<file path="src/hw/rtl/ffsa_pkg.sv">
`default_nettype none
package ffsa_pkg;

  localparam int unsigned POOL_BITS = 17;
  localparam int unsigned LEN_W     = POOL_BITS;
  localparam int unsigned ADDR_W    = 17;
  localparam int unsigned SLOT_W    = 9;
  localparam int unsigned WORD_W    = 16;
  localparam int unsigned BIT_W     = 4;
  localparam int unsigned SEG_IDX_W = 8;

  localparam int unsigned DEF_MAX_SEGMENTS    = 16;
  localparam int unsigned DEF_MAX_CLASS_SLOTS = 256;

  localparam logic [SLOT_W-1:0] RST_CACHE_SLOTS = SLOT_W'(16);
  localparam logic [LEN_W-1:0]  RST_POOL_SIZE   = LEN_W'(4096);
  localparam logic [LEN_W-1:0]  POOL_LIMIT      = LEN_W'(1) << (POOL_BITS - 1);

  typedef enum logic [1:0] {
    STAT_DONE     = 2'd0,
    STAT_NO_SPACE = 2'd1,
    STAT_IGNORED  = 2'd2
  } status_e;

  typedef enum logic {
    REQ_ALLOC = 1'b0,
    REQ_FREE  = 1'b1
  } req_e;

  typedef enum logic {
    CFG_CACHE_SLOTS = 1'b0,
    CFG_POOL_SIZE   = 1'b1
  } cfg_idx_e;

  typedef enum logic [1:0] {
    SEG_NOP,
    SEG_MARK,
    SEG_INSERT,
    SEG_MERGE
  } seg_op_e;

  typedef struct packed {
    seg_op_e                op;
    logic [SEG_IDX_W-1:0]   idx;
    logic [LEN_W-1:0]       len_a;
    logic [LEN_W-1:0]       len_b;
    logic                   busy;
  } seg_cmd_t;

  typedef enum logic [3:0] {
    ST_IDLE,
    ST_DISPATCH,
    ST_SCAN_RD,
    ST_SCAN_CHK,
    ST_RMW_RD,
    ST_RMW_WR,
    ST_CLS_DIV,
    ST_PA_SCAN,
    ST_PF_SCAN,
    ST_PF_PREV,
    ST_PF_NEXT,
    ST_OUT
  } state_e;

  // pool size clamped to one byte at least and the pool limit at most
  function automatic logic [LEN_W-1:0] eff_pool(input logic [LEN_W-1:0] p);
    if (p == '0) begin
      return LEN_W'(1);
    end else if (p > POOL_LIMIT) begin
      return POOL_LIMIT;
    end
    return p;
  endfunction

endpackage
`default_nettype wire

</file>
<file path="src/hw/rtl/first_fit_segment_allocator_core.sv">
`default_nettype none
// sequencing: a hinted class alloc reads and rewrites one slot-map row, a slot free first
//   steps over the class regions one by one, a class scan reads slot-map rows in turn, and a
//   pool alloc or pool free visits segments in turn (a pool free then merges a free left and
//   a free right neighbour); an out-of-range free or a size zero goes straight to the result
// one item at a time; a stalled result holds the sequencer in its last state
// reset: async active low; allocator empty, cache_slots 16, pool_size 4096, no clearing pass
module first_fit_segment_allocator_core #(
  parameter int unsigned MAX_SEGMENTS    = ffsa_pkg::DEF_MAX_SEGMENTS,
  parameter int unsigned MAX_CLASS_SLOTS = ffsa_pkg::DEF_MAX_CLASS_SLOTS
) (
  input  wire logic        clk_i,
  input  wire logic        rst_ni,
  // request channel
  input  wire logic        s_axis_tvalid,
  output logic             s_axis_tready,
  input  wire logic [39:0] s_axis_tdata,   // req_size [16:0], free_address [33:17], zero pad
  input  wire logic        s_axis_tuser,   // req_type
  // result channel
  output logic             m_axis_tvalid,
  input  wire logic        m_axis_tready,
  output logic      [23:0] m_axis_tdata,   // result_address [16:0], zero pad
  output logic      [1:0]  m_axis_tuser,   // status
  // configuration writes
  input  wire logic        cfg_valid_i,
  output logic             cfg_ready_o,
  input  wire logic        cfg_index_i,
  input  wire logic [16:0] cfg_data_i
);
  import ffsa_pkg::*;

  // slot map geometry: one 16-bit word per row, three class regions in one ram
  localparam int unsigned SCAP   = (MAX_CLASS_SLOTS > 511) ? 511 : MAX_CLASS_SLOTS;
  localparam int unsigned ROWS   = (SCAP + WORD_W - 1) / WORD_W;
  localparam int unsigned DEPTH  = 3 * ROWS;
  localparam int unsigned RAW    = $clog2(DEPTH);
  localparam int unsigned RCNT_W = $clog2(ROWS + 1);
  localparam int unsigned IDX_W  = $clog2(MAX_SEGMENTS);
  localparam int unsigned CNT_W  = $clog2(MAX_SEGMENTS + 1);

  function automatic logic [RAW-1:0] row_addr(input logic [1:0] c, input int row);
    return RAW'(int'(c) * ROWS + row);
  endfunction

  // configuration
  logic [SLOT_W-1:0] cache_q;
  logic [LEN_W-1:0]  pool_q;
  logic              cfg_fire;

  // sequencer and working registers
  state_e            state_q, state_d;
  req_e              type_q;
  logic [LEN_W-1:0]  size_q;
  logic [ADDR_W-1:0] fa_q;
  logic [1:0]        cls_q, cls_d;
  logic [SLOT_W-1:0] slot_q, slot_d;
  logic [RCNT_W-1:0] r_q, r_d;
  logic [CNT_W-1:0]  i_q, i_d;
  logic [ADDR_W-1:0] start_q, start_d;
  logic [ADDR_W-1:0] off_q, off_d;
  logic [ADDR_W-1:0] rem_q, rem_d;
  logic [LEN_W-1:0]  cur_len_q, cur_len_d;
  logic [ADDR_W-1:0] res_addr_q, res_addr_d;
  status_e           res_stat_q, res_stat_d;

  // output register
  logic              m_valid_q;
  logic [ADDR_W-1:0] m_addr_q;
  status_e           m_stat_q;
  logic              out_load;

  // last-freed hints
  logic              hint_v_q [3];
  logic              hint_v_d [3];
  logic [SLOT_W-1:0] hint_s_q [3];
  logic [SLOT_W-1:0] hint_s_d [3];

  // slot map ram and row valid bits
  logic [DEPTH-1:0]  rv_q;
  logic              rv_rd_q;
  logic              ram_we;
  logic [RAW-1:0]    ram_waddr, ram_raddr;
  logic [WORD_W-1:0] ram_wdata, ram_rdata, word;

  // segment table port
  seg_cmd_t          seg_cmd;
  logic [CNT_W-1:0]  rd_sel;
  logic [LEN_W-1:0]  rd_len;
  logic              rd_busy;
  logic [CNT_W-1:0]  seg_count;

  // derived arena layout
  logic [SLOT_W-1:0] eff_s;
  logic [ADDR_W-1:0] s_ext, two_s, base, lim, cls_off;
  logic [RCNT_W-1:0] rows_needed;

  // decision flags
  logic              cls_hit, hint_ok, scan_found, scan_more;
  logic [1:0]        cls_c;
  logic [BIT_W-1:0]  scan_bit;
  logic [WORD_W-1:0] cand;
  logic              pa_end, pa_hit, pa_exact, tbl_full;
  logic              pf_end, pf_hit, prev_free, next_free;
  logic              div_done;

  assign cfg_fire      = cfg_valid_i && cfg_ready_o;
  assign cfg_ready_o   = (state_q == ST_IDLE);
  assign s_axis_tready = (state_q == ST_IDLE) && !cfg_valid_i;

  assign eff_s   = (cache_q > SLOT_W'(SCAP)) ? SLOT_W'(SCAP) : cache_q;
  assign s_ext   = ADDR_W'(eff_s);
  assign two_s   = s_ext << 1;
  assign base    = s_ext + two_s;
  assign lim     = base + ADDR_W'(eff_pool(pool_q));
  assign rows_needed = RCNT_W'((10'(eff_s) + 10'(WORD_W - 1)) >> BIT_W);

  always_comb begin
    case (cls_q)
      2'd1:    cls_off = s_ext;
      2'd2:    cls_off = two_s;
      default: cls_off = '0;
    endcase
  end

  // size class of an alloc
  always_comb begin
    cls_hit = 1'b1;
    case (size_q)
      LEN_W'(2): cls_c = 2'd0;
      LEN_W'(4): cls_c = 2'd1;
      LEN_W'(8): cls_c = 2'd2;
      default: begin
        cls_c   = 2'd0;
        cls_hit = 1'b0;
      end
    endcase
  end
  assign hint_ok = hint_v_q[cls_c] && (hint_s_q[cls_c] < eff_s);

  // first free slot in the current row, bits at or past S count as taken
  assign word = rv_rd_q ? ram_rdata : '0;
  always_comb begin
    scan_found = 1'b0;
    scan_bit   = '0;
    for (int b = 0; b < WORD_W; b++) begin
      cand[b] = !word[b] && (10'({r_q, BIT_W'(b)}) < 10'(eff_s));
    end
    for (int b = WORD_W - 1; b >= 0; b--) begin
      if (cand[b]) begin
        scan_found = 1'b1;
        scan_bit   = BIT_W'(b);
      end
    end
  end
  assign scan_more = (r_q + RCNT_W'(1)) < rows_needed;

  assign pa_end    = (i_q >= seg_count);
  assign pa_hit    = !rd_busy && (rd_len >= size_q);
  assign pa_exact  = (rd_len == size_q);
  assign tbl_full  = (seg_count == CNT_W'(MAX_SEGMENTS));
  assign pf_end    = (i_q >= seg_count);
  assign pf_hit    = (start_q == off_q);
  assign prev_free = !rd_busy;
  assign next_free = ((i_q + CNT_W'(1)) < seg_count) && !rd_busy;
  assign div_done  = (rem_q < s_ext);
  assign out_load  = (state_q == ST_OUT) && (!m_valid_q || m_axis_tready);

  // next state
  always_comb begin
    state_d = state_q;
    case (state_q)
      ST_IDLE: begin
        if (s_axis_tvalid && s_axis_tready) state_d = ST_DISPATCH;
      end
      ST_DISPATCH: begin
        if (type_q == REQ_ALLOC) begin
          if (cls_hit) begin
            if (hint_ok)                    state_d = ST_RMW_RD;
            else if (rows_needed != '0)     state_d = ST_SCAN_RD;
            else                            state_d = ST_PA_SCAN;
          end else if (size_q == '0) begin
            state_d = ST_OUT;
          end else begin
            state_d = ST_PA_SCAN;
          end
        end else begin
          if (fa_q >= lim)       state_d = ST_OUT;
          else if (fa_q < base)  state_d = ST_CLS_DIV;
          else                   state_d = ST_PF_SCAN;
        end
      end
      ST_SCAN_RD:  state_d = ST_SCAN_CHK;
      ST_SCAN_CHK: begin
        if (scan_found)      state_d = ST_OUT;
        else if (scan_more)  state_d = ST_SCAN_RD;
        else                 state_d = ST_PA_SCAN;
      end
      ST_RMW_RD:   state_d = ST_RMW_WR;
      ST_RMW_WR:   state_d = ST_OUT;
      ST_CLS_DIV: begin
        if (div_done) state_d = ST_RMW_RD;
      end
      ST_PA_SCAN: begin
        if (pa_end || pa_hit) state_d = ST_OUT;
      end
      ST_PF_SCAN: begin
        if (pf_end)                state_d = ST_OUT;
        else if (pf_hit)           state_d = (i_q == '0) ? ST_PF_NEXT : ST_PF_PREV;
      end
      ST_PF_PREV:  state_d = ST_PF_NEXT;
      ST_PF_NEXT:  state_d = ST_OUT;
      ST_OUT: begin
        if (out_load) state_d = ST_IDLE;
      end
      default:     state_d = ST_IDLE;
    endcase
  end

  // datapath and control outputs
  always_comb begin
    cls_d      = cls_q;
    slot_d     = slot_q;
    r_d        = r_q;
    i_d        = i_q;
    start_d    = start_q;
    off_d      = off_q;
    rem_d      = rem_q;
    cur_len_d  = cur_len_q;
    res_addr_d = res_addr_q;
    res_stat_d = res_stat_q;
    hint_v_d   = hint_v_q;
    hint_s_d   = hint_s_q;
    ram_we     = 1'b0;
    ram_wdata  = word;
    ram_waddr  = row_addr(cls_q, int'(slot_q[SLOT_W-1:BIT_W]));
    ram_raddr  = row_addr(cls_q, int'(slot_q[SLOT_W-1:BIT_W]));
    rd_sel     = i_q;
    seg_cmd    = '{op: SEG_NOP, idx: '0, len_a: '0, len_b: '0, busy: 1'b0};

    case (state_q)
      ST_DISPATCH: begin
        res_addr_d = '0;
        res_stat_d = STAT_DONE;
        r_d        = '0;
        i_d        = '0;
        start_d    = '0;
        off_d      = fa_q - base;
        rem_d      = fa_q;
        if (type_q == REQ_ALLOC) begin
          cls_d  = cls_c;
          slot_d = hint_s_q[cls_c];
          if (cls_hit && hint_v_q[cls_c]) hint_v_d[cls_c] = 1'b0;
          if (!cls_hit && size_q == '0) res_stat_d = STAT_NO_SPACE;
        end else begin
          cls_d = 2'd0;
          if (fa_q >= lim) res_stat_d = STAT_IGNORED;
        end
      end
      ST_SCAN_RD: begin
        ram_raddr = row_addr(cls_q, int'(r_q));
      end
      ST_SCAN_CHK: begin
        ram_waddr = row_addr(cls_q, int'(r_q));
        ram_wdata = word | (WORD_W'(1) << scan_bit);
        if (scan_found) begin
          ram_we     = 1'b1;
          slot_d     = SLOT_W'({r_q, scan_bit});
          res_addr_d = cls_off + ADDR_W'({r_q, scan_bit});
        end else begin
          r_d = r_q + RCNT_W'(1);
        end
      end
      ST_RMW_WR: begin
        ram_we = 1'b1;
        if (type_q == REQ_FREE) begin
          ram_wdata        = word & ~(WORD_W'(1) << slot_q[BIT_W-1:0]);
          hint_v_d[cls_q]  = 1'b1;
          hint_s_d[cls_q]  = slot_q;
        end else begin
          ram_wdata  = word | (WORD_W'(1) << slot_q[BIT_W-1:0]);
          res_addr_d = cls_off + ADDR_W'(slot_q);
        end
      end
      ST_CLS_DIV: begin
        // fold the arena offset into class and slot by repeated subtract
        if (div_done) begin
          slot_d = rem_q[SLOT_W-1:0];
        end else begin
          rem_d = rem_q - s_ext;
          cls_d = cls_q + 2'd1;
        end
      end
      ST_PA_SCAN: begin
        if (pa_end) begin
          res_stat_d = STAT_NO_SPACE;
        end else if (pa_hit) begin
          res_addr_d = base + start_q;
          if (pa_exact) begin
            seg_cmd = '{op: SEG_MARK, idx: SEG_IDX_W'(i_q), len_a: '0, len_b: '0,
                        busy: 1'b1};
          end else if (tbl_full) begin
            res_addr_d = '0;
            res_stat_d = STAT_NO_SPACE;
          end else begin
            seg_cmd = '{op: SEG_INSERT, idx: SEG_IDX_W'(i_q), len_a: size_q,
                        len_b: rd_len - size_q, busy: 1'b1};
          end
        end else begin
          start_d = start_q + ADDR_W'(rd_len);
          i_d     = i_q + CNT_W'(1);
        end
      end
      ST_PF_SCAN: begin
        if (pf_end) begin
          res_stat_d = STAT_IGNORED;
        end else if (pf_hit) begin
          cur_len_d = rd_len;
          seg_cmd   = '{op: SEG_MARK, idx: SEG_IDX_W'(i_q), len_a: '0, len_b: '0,
                        busy: 1'b0};
        end else begin
          start_d = start_q + ADDR_W'(rd_len);
          i_d     = i_q + CNT_W'(1);
        end
      end
      ST_PF_PREV: begin
        rd_sel = i_q - CNT_W'(1);
        if (prev_free) begin
          cur_len_d = rd_len + cur_len_q;
          i_d       = i_q - CNT_W'(1);
          seg_cmd   = '{op: SEG_MERGE, idx: SEG_IDX_W'(i_q - CNT_W'(1)),
                        len_a: rd_len + cur_len_q, len_b: '0, busy: 1'b0};
        end
      end
      ST_PF_NEXT: begin
        rd_sel = i_q + CNT_W'(1);
        if (next_free) begin
          seg_cmd = '{op: SEG_MERGE, idx: SEG_IDX_W'(i_q), len_a: cur_len_q + rd_len,
                      len_b: '0, busy: 1'b0};
        end
      end
      default: begin
      end
    endcase
  end

  always_ff @(posedge clk_i or negedge rst_ni) begin
    if (!rst_ni) begin
      state_q   <= ST_IDLE;
      cache_q   <= RST_CACHE_SLOTS;
      pool_q    <= RST_POOL_SIZE;
      m_valid_q <= 1'b0;
      rv_q      <= '0;
      for (int c = 0; c < 3; c++) begin
        hint_v_q[c] <= 1'b0;
        hint_s_q[c] <= '0;
      end
    end else begin
      state_q  <= state_d;
      if (out_load) begin
        m_valid_q <= 1'b1;
      end else if (m_axis_tready) begin
        m_valid_q <= 1'b0;
      end
      // a register write restarts the allocator empty
      if (cfg_fire) begin
        if (cfg_index_i == CFG_CACHE_SLOTS) cache_q <= cfg_data_i[SLOT_W-1:0];
        else                                pool_q  <= cfg_data_i;
        rv_q <= '0;
        for (int c = 0; c < 3; c++) begin
          hint_v_q[c] <= 1'b0;
          hint_s_q[c] <= '0;
        end
      end else begin
        hint_v_q <= hint_v_d;
        hint_s_q <= hint_s_d;
        if (ram_we) rv_q[ram_waddr] <= 1'b1;
      end
    end
  end

  // payload registers
  always_ff @(posedge clk_i) begin
    if (s_axis_tvalid && s_axis_tready) begin
      type_q <= req_e'(s_axis_tuser);
      size_q <= s_axis_tdata[16:0];
      fa_q   <= s_axis_tdata[33:17];
    end
    cls_q      <= cls_d;
    slot_q     <= slot_d;
    r_q        <= r_d;
    i_q        <= i_d;
    start_q    <= start_d;
    off_q      <= off_d;
    rem_q      <= rem_d;
    cur_len_q  <= cur_len_d;
    res_addr_q <= res_addr_d;
    res_stat_q <= res_stat_d;
    rv_rd_q    <= rv_q[ram_raddr];
    if (out_load) begin
      m_addr_q <= res_addr_q;
      m_stat_q <= res_stat_q;
    end
  end

  ffsa_ram #(
    .WIDTH (WORD_W),
    .DEPTH (DEPTH)
  ) u_slot_ram (
    .clk_i   (clk_i),
    .we_i    (ram_we),
    .waddr_i (ram_waddr),
    .wdata_i (ram_wdata),
    .raddr_i (ram_raddr),
    .rdata_o (ram_rdata)
  );

  ffsa_seg_tbl #(
    .MAX_SEGMENTS (MAX_SEGMENTS)
  ) u_seg_tbl (
    .clk_i       (clk_i),
    .rst_ni      (rst_ni),
    .clear_i     (cfg_fire),
    .clear_len_i (eff_pool((cfg_index_i == CFG_POOL_SIZE) ? cfg_data_i : pool_q)),
    .cmd_i       (seg_cmd),
    .rd_idx_i    (rd_sel[IDX_W-1:0]),
    .rd_len_o    (rd_len),
    .rd_busy_o   (rd_busy),
    .count_o     (seg_count)
  );

  assign m_axis_tvalid = m_valid_q;
  assign m_axis_tdata  = {7'b0, m_addr_q};
  assign m_axis_tuser  = m_stat_q;

endmodule
`default_nettype wire

</file>
<file path="src/hw/rtl/ffsa_ram.sv">
`default_nettype none
module ffsa_ram #(
  parameter int unsigned WIDTH = 16,
  parameter int unsigned DEPTH = 48
) (
  input  wire logic                                    clk_i,
  input  wire logic                                    we_i,
  input  wire logic [(DEPTH > 1 ? $clog2(DEPTH) : 1)-1:0] waddr_i,
  input  wire logic [WIDTH-1:0]                        wdata_i,
  input  wire logic [(DEPTH > 1 ? $clog2(DEPTH) : 1)-1:0] raddr_i,
  output logic      [WIDTH-1:0]                        rdata_o
);

  logic [WIDTH-1:0] mem_q [DEPTH];

  always_ff @(posedge clk_i) begin
    if (we_i) begin
      mem_q[waddr_i] <= wdata_i;
    end
    rdata_o <= mem_q[raddr_i];
  end

endmodule
`default_nettype wire

</file>
<file path="src/hw/rtl/ffsa_seg_tbl.sv">
`default_nettype none
module ffsa_seg_tbl #(
  parameter int unsigned MAX_SEGMENTS = 16
) (
  input  wire logic                                 clk_i,
  input  wire logic                                 rst_ni,
  input  wire logic                                 clear_i,
  input  wire logic [ffsa_pkg::LEN_W-1:0]           clear_len_i,
  input  wire ffsa_pkg::seg_cmd_t                   cmd_i,
  input  wire logic [$clog2(MAX_SEGMENTS)-1:0]      rd_idx_i,
  output logic      [ffsa_pkg::LEN_W-1:0]           rd_len_o,
  output logic                                      rd_busy_o,
  output logic      [$clog2(MAX_SEGMENTS+1)-1:0]    count_o
);
  import ffsa_pkg::*;

  localparam int unsigned IDX_W = $clog2(MAX_SEGMENTS);
  localparam int unsigned CNT_W = $clog2(MAX_SEGMENTS + 1);

  logic [LEN_W-1:0] len_q  [MAX_SEGMENTS];
  logic [LEN_W-1:0] len_d  [MAX_SEGMENTS];
  logic             busy_q [MAX_SEGMENTS];
  logic             busy_d [MAX_SEGMENTS];
  logic [CNT_W-1:0] count_q, count_d;

  always_comb begin
    int ci;
    int cn;
    ci = int'(cmd_i.idx);
    cn = int'(count_q);
    len_d   = len_q;
    busy_d  = busy_q;
    count_d = count_q;
    if (clear_i) begin
      for (int j = 0; j < MAX_SEGMENTS; j++) begin
        len_d[j]  = '0;
        busy_d[j] = 1'b0;
      end
      len_d[0] = clear_len_i;
      count_d  = CNT_W'(1);
    end else begin
      case (cmd_i.op)
        SEG_MARK: begin
          busy_d[cmd_i.idx[IDX_W-1:0]] = cmd_i.busy;
        end
        SEG_INSERT: begin
          // busy head at idx, free remainder after it, the rest moves up one
          for (int j = 0; j < MAX_SEGMENTS; j++) begin
            if (j == ci) begin
              len_d[j]  = cmd_i.len_a;
              busy_d[j] = 1'b1;
            end else if (j == ci + 1) begin
              len_d[j]  = cmd_i.len_b;
              busy_d[j] = 1'b0;
            end else if (j > ci + 1 && j <= cn) begin
              len_d[j]  = len_q[j-1];
              busy_d[j] = busy_q[j-1];
            end
          end
          count_d = count_q + CNT_W'(1);
        end
        SEG_MERGE: begin
          // merged free length at idx, entry idx+1 drops out
          for (int j = 0; j < MAX_SEGMENTS; j++) begin
            if (j == ci) begin
              len_d[j]  = cmd_i.len_a;
              busy_d[j] = 1'b0;
            end else if (j > ci && j < cn - 1) begin
              len_d[j]  = len_q[j+1];
              busy_d[j] = busy_q[j+1];
            end else if (j > ci && j == cn - 1) begin
              len_d[j]  = '0;
              busy_d[j] = 1'b0;
            end
          end
          count_d = count_q - CNT_W'(1);
        end
        default: begin
        end
      endcase
    end
  end

  always_ff @(posedge clk_i or negedge rst_ni) begin
    if (!rst_ni) begin
      for (int j = 0; j < MAX_SEGMENTS; j++) begin
        len_q[j]  <= (j == 0) ? eff_pool(RST_POOL_SIZE) : '0;
        busy_q[j] <= 1'b0;
      end
      count_q <= CNT_W'(1);
    end else begin
      len_q   <= len_d;
      busy_q  <= busy_d;
      count_q <= count_d;
    end
  end

  assign rd_len_o  = len_q[rd_idx_i];
  assign rd_busy_o = busy_q[rd_idx_i];
  assign count_o   = count_q;

endmodule
`default_nettype wire

</file>
<file path="config.mk">
export PLATFORM = sky130hd
export DESIGN_NAME = first_fit_segment_allocator_core
export DESIGN_NICKNAME = d
export VERILOG_FILES = /design/src/hw/rtl/ffsa_pkg.sv /design/src/hw/rtl/first_fit_segment_allocator_core.sv /design/src/hw/rtl/ffsa_ram.sv /design/src/hw/rtl/ffsa_seg_tbl.sv
export SDC_FILE = /design/constraint.sdc
export NUM_CORES = 2
export LEC_CHECK = 0
export BUFFER_PORTS_ARGS = -buffer_cell sky130_fd_sc_hd__buf_4
export CELL_PAD_IN_SITES_DETAIL_PLACEMENT = 1
export CELL_PAD_IN_SITES_GLOBAL_PLACEMENT = 1
export CORE_MARGIN = 5
export CORE_UTILIZATION = 40
export DETAILED_ROUTE_END_ITERATION = 10
export PLACE_DENSITY = 0.77
export SLEW_MARGIN = 10
export SYNTH_ARGS = -nofsm -noshare
export SYNTH_HDL_FRONTEND = slang
export SYNTH_SLANG_ARGS = --single-unit
</file>
<file path="constraint.sdc">
create_clock -name clk_i -period 8.1 [get_ports clk_i]
set_input_delay 0.81 -clock clk_i [delete_from_list [all_inputs] [get_ports clk_i]]
set_output_delay 0.81 -clock clk_i [all_outputs]
set_load 0.005 [all_outputs]
</file>
==> impl_metrics.env <==
export IMPL_critical_path_n_buffers_inverters=9
export IMPL_cellLeakagePower_uw=0.03116
export IMPL_synthDominantAreaCellType="sky130_fd_sc_hd__edfxtp_1"
export IMPL_route_detailed_drc=0
export IMPL_ys_warn_count=0
export IMPL_clock_skew_final_ns=0.09770
export IMPL_cts_buffers_inserted=146
export IMPL_clock_sink_count=1349
export IMPL_first_global_vias=59170
export IMPL_synth_distinct_cells=121
export IMPL_wirelength_um=261300
export IMPL_worst_setup_hold_path_clk_slew_ns=0.06
export IMPL_detail_route_first_pass_iterations=8
export IMPL_min_period_ns=7.816
export IMPL_layout_overhead_on_the_synthesized_area_pct=14.63
export IMPL_initial_utilization_pct=40.25
export IMPL_status="finished, final reports clean"
export IMPL_netlist_area_leader_share_pct=38.39
export IMPL_clock_tree_from_tritoncts="done"
export IMPL_min_path_type="in -> async"
export IMPL_synth_seq_cells=1349
export IMPL_floorplan_rows=156
export IMPL_ir_drop_v=0.0004261
export IMPL_setup_viol=0
export IMPL_synthTopCellsByArea="sky130_fd_sc_hd__edfxtp_1, sky130_fd_sc_hd__dfrtp_1, sky130_fd_sc_hd__mux4_2"
export IMPL_detailedRoute_firstIterationViolations=6074
export IMPL_cts_root_buf="sky130_fd_sc_hd__clkbuf_16"
export IMPL_most_common_layout_cells="sky130_fd_sc_hd__edfxtp_1, sky130_fd_sc_hd__nand2_1, sky130_fd_sc_hd__buf_4"
export IMPL_netlist_instances=6226
export IMPL_route_detailed_vias_per_inst=6.442
export IMPL_cts_root_to_sink_buffers=3
export IMPL_clock_fmax_ghz=0.1279
export IMPL_route_antenna_remaining_nets=0
export IMPL_rsz0062_at_grt="false"
export IMPL_synth_area_per_cell_um2=11.68
export IMPL_worstPathArrival_ns=8.49
export IMPL_yosysSeqAreaShare_pct=52.69
export IMPL_post_synthesis_cell_area_um2=72740
export IMPL_worst_path_max_delay_cell="sky130_fd_sc_hd__a311oi_1"
export IMPL_wire_per_inst_um=29.36
export IMPL_synthArstFlopShare_pct=29.80
export IMPL_cap_violations=0
export IMPL_worstSetupStartpointType="flip-flop"
export IMPL_finish_net_count=6666
export IMPL_die_w_um=436.5
export IMPL_worst_slew_pin_slew_ns=1.368
export IMPL_finalCritPeriodShare_pct=96.49
export IMPL_grt_first_pass_wirelength_um=391200
export IMPL_fin_hold_viols=0
export IMPL_ctsHoldBuffers=0
export IMPL_fin_setup_tns_ns=0
export IMPL_all_layer_gr_usage_pct=26.72
export IMPL_pwr_density_cell_nw_per_um2=472.9
export IMPL_cts_htree_levels=4
export IMPL_count_of_flip_flops_with_a_built_in_enable_after_synthesis=930
export IMPL_timing_worst_setup_path_type="reg -> reg"
export IMPL_report_final_slew_viol_count=0
export IMPL_floorplan_io_pins=93
export IMPL_power_total_uw=39430
export IMPL_gp_routability_congestion=0.9563
export IMPL_crit_path_frequent_cell="sky130_fd_sc_hd__buf_4"
export IMPL_dieArea_um2=190500
export IMPL_antenna_violations_before_repair=3
export IMPL_layout_drive_gt1_share_pct=18.28
export IMPL_fin_worst_hold_slack_ns=0.08409
export IMPL_final_common_cell="sky130_fd_sc_hd__edfxtp_1"
export IMPL_synth_ff_type="sky130_fd_sc_hd__edfxtp_1"
export IMPL_die_height_um=436.5
export IMPL_port_buffer_count=79
export IMPL_cp_max_stage_delay_ns=0.61
export IMPL_grt_max_degree=144
export IMPL_timing_critical_path_required_ns=8.78
export IMPL_gr_total_overflow=0
export IMPL_cp_end_kind="flip-flop"
export IMPL_cp_top_family="compound AO/OA/AOI/OAI gates"
export IMPL_path_max_fanout=21
export IMPL_clkLatencyLatePin_ns=0.85
export IMPL_dp_hpwl_um=182000
export IMPL_dr_total_vias=57340
export IMPL_timing_slew_headroom_pct=8.501
export IMPL_core_area_um2=180700
[final timing paths]
| path | slack, ns | depth (start not counted) | from | to |
|---|---|---|---|---|
| worst max-delay path | 0.28 | 29 | i_q[0] | u_seg_tbl.len_q[26] |
| worst min-delay path | 0.08 | 1 | rst_ni | m_axis_tvalid |
| worst max register to register | 0.28 | 29 | i_q[0] | u_seg_tbl.len_q[26] |
| worst min register to register | 0.42 | 0 | res_addr_q[4] | m_addr_q[4] |
| max in group asynchronous | 6.48 | 2 | rst_ni | u_seg_tbl.len_q[254] |
| min in group clk_i | 0.19 | 1 | s_axis_tdata[29] | fa_q[12] |
[cells in the mapped netlist (18+ instances only)]
cell	instances
sky130_fd_sc_hd__a221oi_1	71
sky130_fd_sc_hd__a211oi_1	50
sky130_fd_sc_hd__mux4_2	272
sky130_fd_sc_hd__o211ai_1	19
sky130_fd_sc_hd__a22o_1	52
sky130_fd_sc_hd__o32ai_1	24
sky130_fd_sc_hd__nor2b_1	37
sky130_fd_sc_hd__ha_1	186
sky130_fd_sc_hd__o22ai_1	30
sky130_fd_sc_hd__nand3_1	199
sky130_fd_sc_hd__a31oi_1	62
sky130_fd_sc_hd__a222oi_1	29
sky130_fd_sc_hd__a311oi_1	43
sky130_fd_sc_hd__o21bai_1	21
sky130_fd_sc_hd__o21ai_0	317
sky130_fd_sc_hd__o31ai_1	38
sky130_fd_sc_hd__nor4_1	24
sky130_fd_sc_hd__a21o_1	51
sky130_fd_sc_hd__and3_1	50
sky130_fd_sc_hd__dfrtp_1	398
sky130_fd_sc_hd__a21oi_1	336
sky130_fd_sc_hd__o21ai_1	37
sky130_fd_sc_hd__nand2_1	897
sky130_fd_sc_hd__nor2_1	301
sky130_fd_sc_hd__nor3_1	59
sky130_fd_sc_hd__inv_1	163
sky130_fd_sc_hd__mux2i_1	122
sky130_fd_sc_hd__o221ai_1	22
sky130_fd_sc_hd__a221o_1	53
sky130_fd_sc_hd__buf_1	57
sky130_fd_sc_hd__xor2_1	39
sky130_fd_sc_hd__nand2b_1	49
sky130_fd_sc_hd__mux2_2	110
sky130_fd_sc_hd__a32o_1	89
sky130_fd_sc_hd__buf_2	63
sky130_fd_sc_hd__buf_4	18
sky130_fd_sc_hd__nand4_1	45
sky130_fd_sc_hd__a22oi_1	69
sky130_fd_sc_hd__clkbuf_1	296
sky130_fd_sc_hd__o21a_1	79
sky130_fd_sc_hd__edfxtp_1	930
sky130_fd_sc_hd__and2_1	54
sky130_fd_sc_hd__xnor2_1	103
[state kept, by name (all words and copies together), names as in the netlist, 9 cells and up]
| signal | cells |
|---|---|
| u_slot_ram.mem_q | 768 |
| u_seg_tbl.len_q | 272 |
| rv_q | 48 |
| hint_s_q | 27 |
| cur_len_q | 17 |
| fa_q | 17 |
| m_addr_q | 17 |
| off_q | 17 |
| pool_q | 17 |
| rem_q | 17 |
| res_addr_q | 17 |
| size_q | 17 |
| start_q | 17 |
| u_seg_tbl.busy_q | 16 |
| u_slot_ram.rdata_o | 16 |
| cache_q | 9 |
| slot_q | 9 |
[per-stage QoR]
| stage | setup slack [ns] | util (%) | cells | instance area, um^2 |
|---|---|---|---|---|
| floorplan | 0.01387 | - | 6232 | 72770 |
| global placement | 0.1853 | 43.34 | 8622 | 78340 |
| detailed placement | 0.01955 | 43.34 | 8622 | 78340 |
| CTS | 0.004885 | 46.07 | 8889 | 83270 |
| global route | 0.02850 | 46.13 | 8897 | 83380 |
| finish | 0.2843 | 46.14 | 8900 | 83390 |
[repair_timing]
item,in CTS,in global routing
setup endpoints to repair,0,75
hold endpoints to repair,0,0
buffers inserted,0,7
gates resized for setup,0,4
[area by class of cell]
| cell class | instances | area [um^2] |
|---|---|---|
| Clock buffer | 195 | 3999 |
| Fill cell | 18900 | 97360 |
| Clock inverter | 72 | 930.9 |
| Multi-Input combinational cell | 4275 | 32420 |
| Antenna cell | 4 | 10.01 |
| Tap cell | 2370 | 2965 |
| Sequential cell | 1349 | 38330 |
| Inverter | 168 | 630.6 |
| Timing Repair Buffer | 467 | 4101 |
[cell families after synthesis]
logic type	count (synthesis)	share of synthesized area [%]
mux	511	11.91
buf+inv	608	3.400
flops	1349	52.69
compound gates	1613	15.52
xor+xnor	144	1.754
fa+ha+maj	195	3.447
simple gates	1805	11.26
other cells	1	0.005155
[routing by layer]
layer	up-vias	track usage, %	wire (um)
met5	-	0	22
met4	4	12.38	13540
met3	580	4.020	18510
met2	2684	43.35	123200
met1	29850	35.49	106000
li1	24220	-	-
[power by group]
part / switching (uW) / internal, uW / total (uW)
combinational: 13700 / 8400 / 22100
sequential: 1310 / 9170 / 10500
clock: 3050 / 3830 / 6880
No activity file was read; power rests on OpenSTA's default activity.
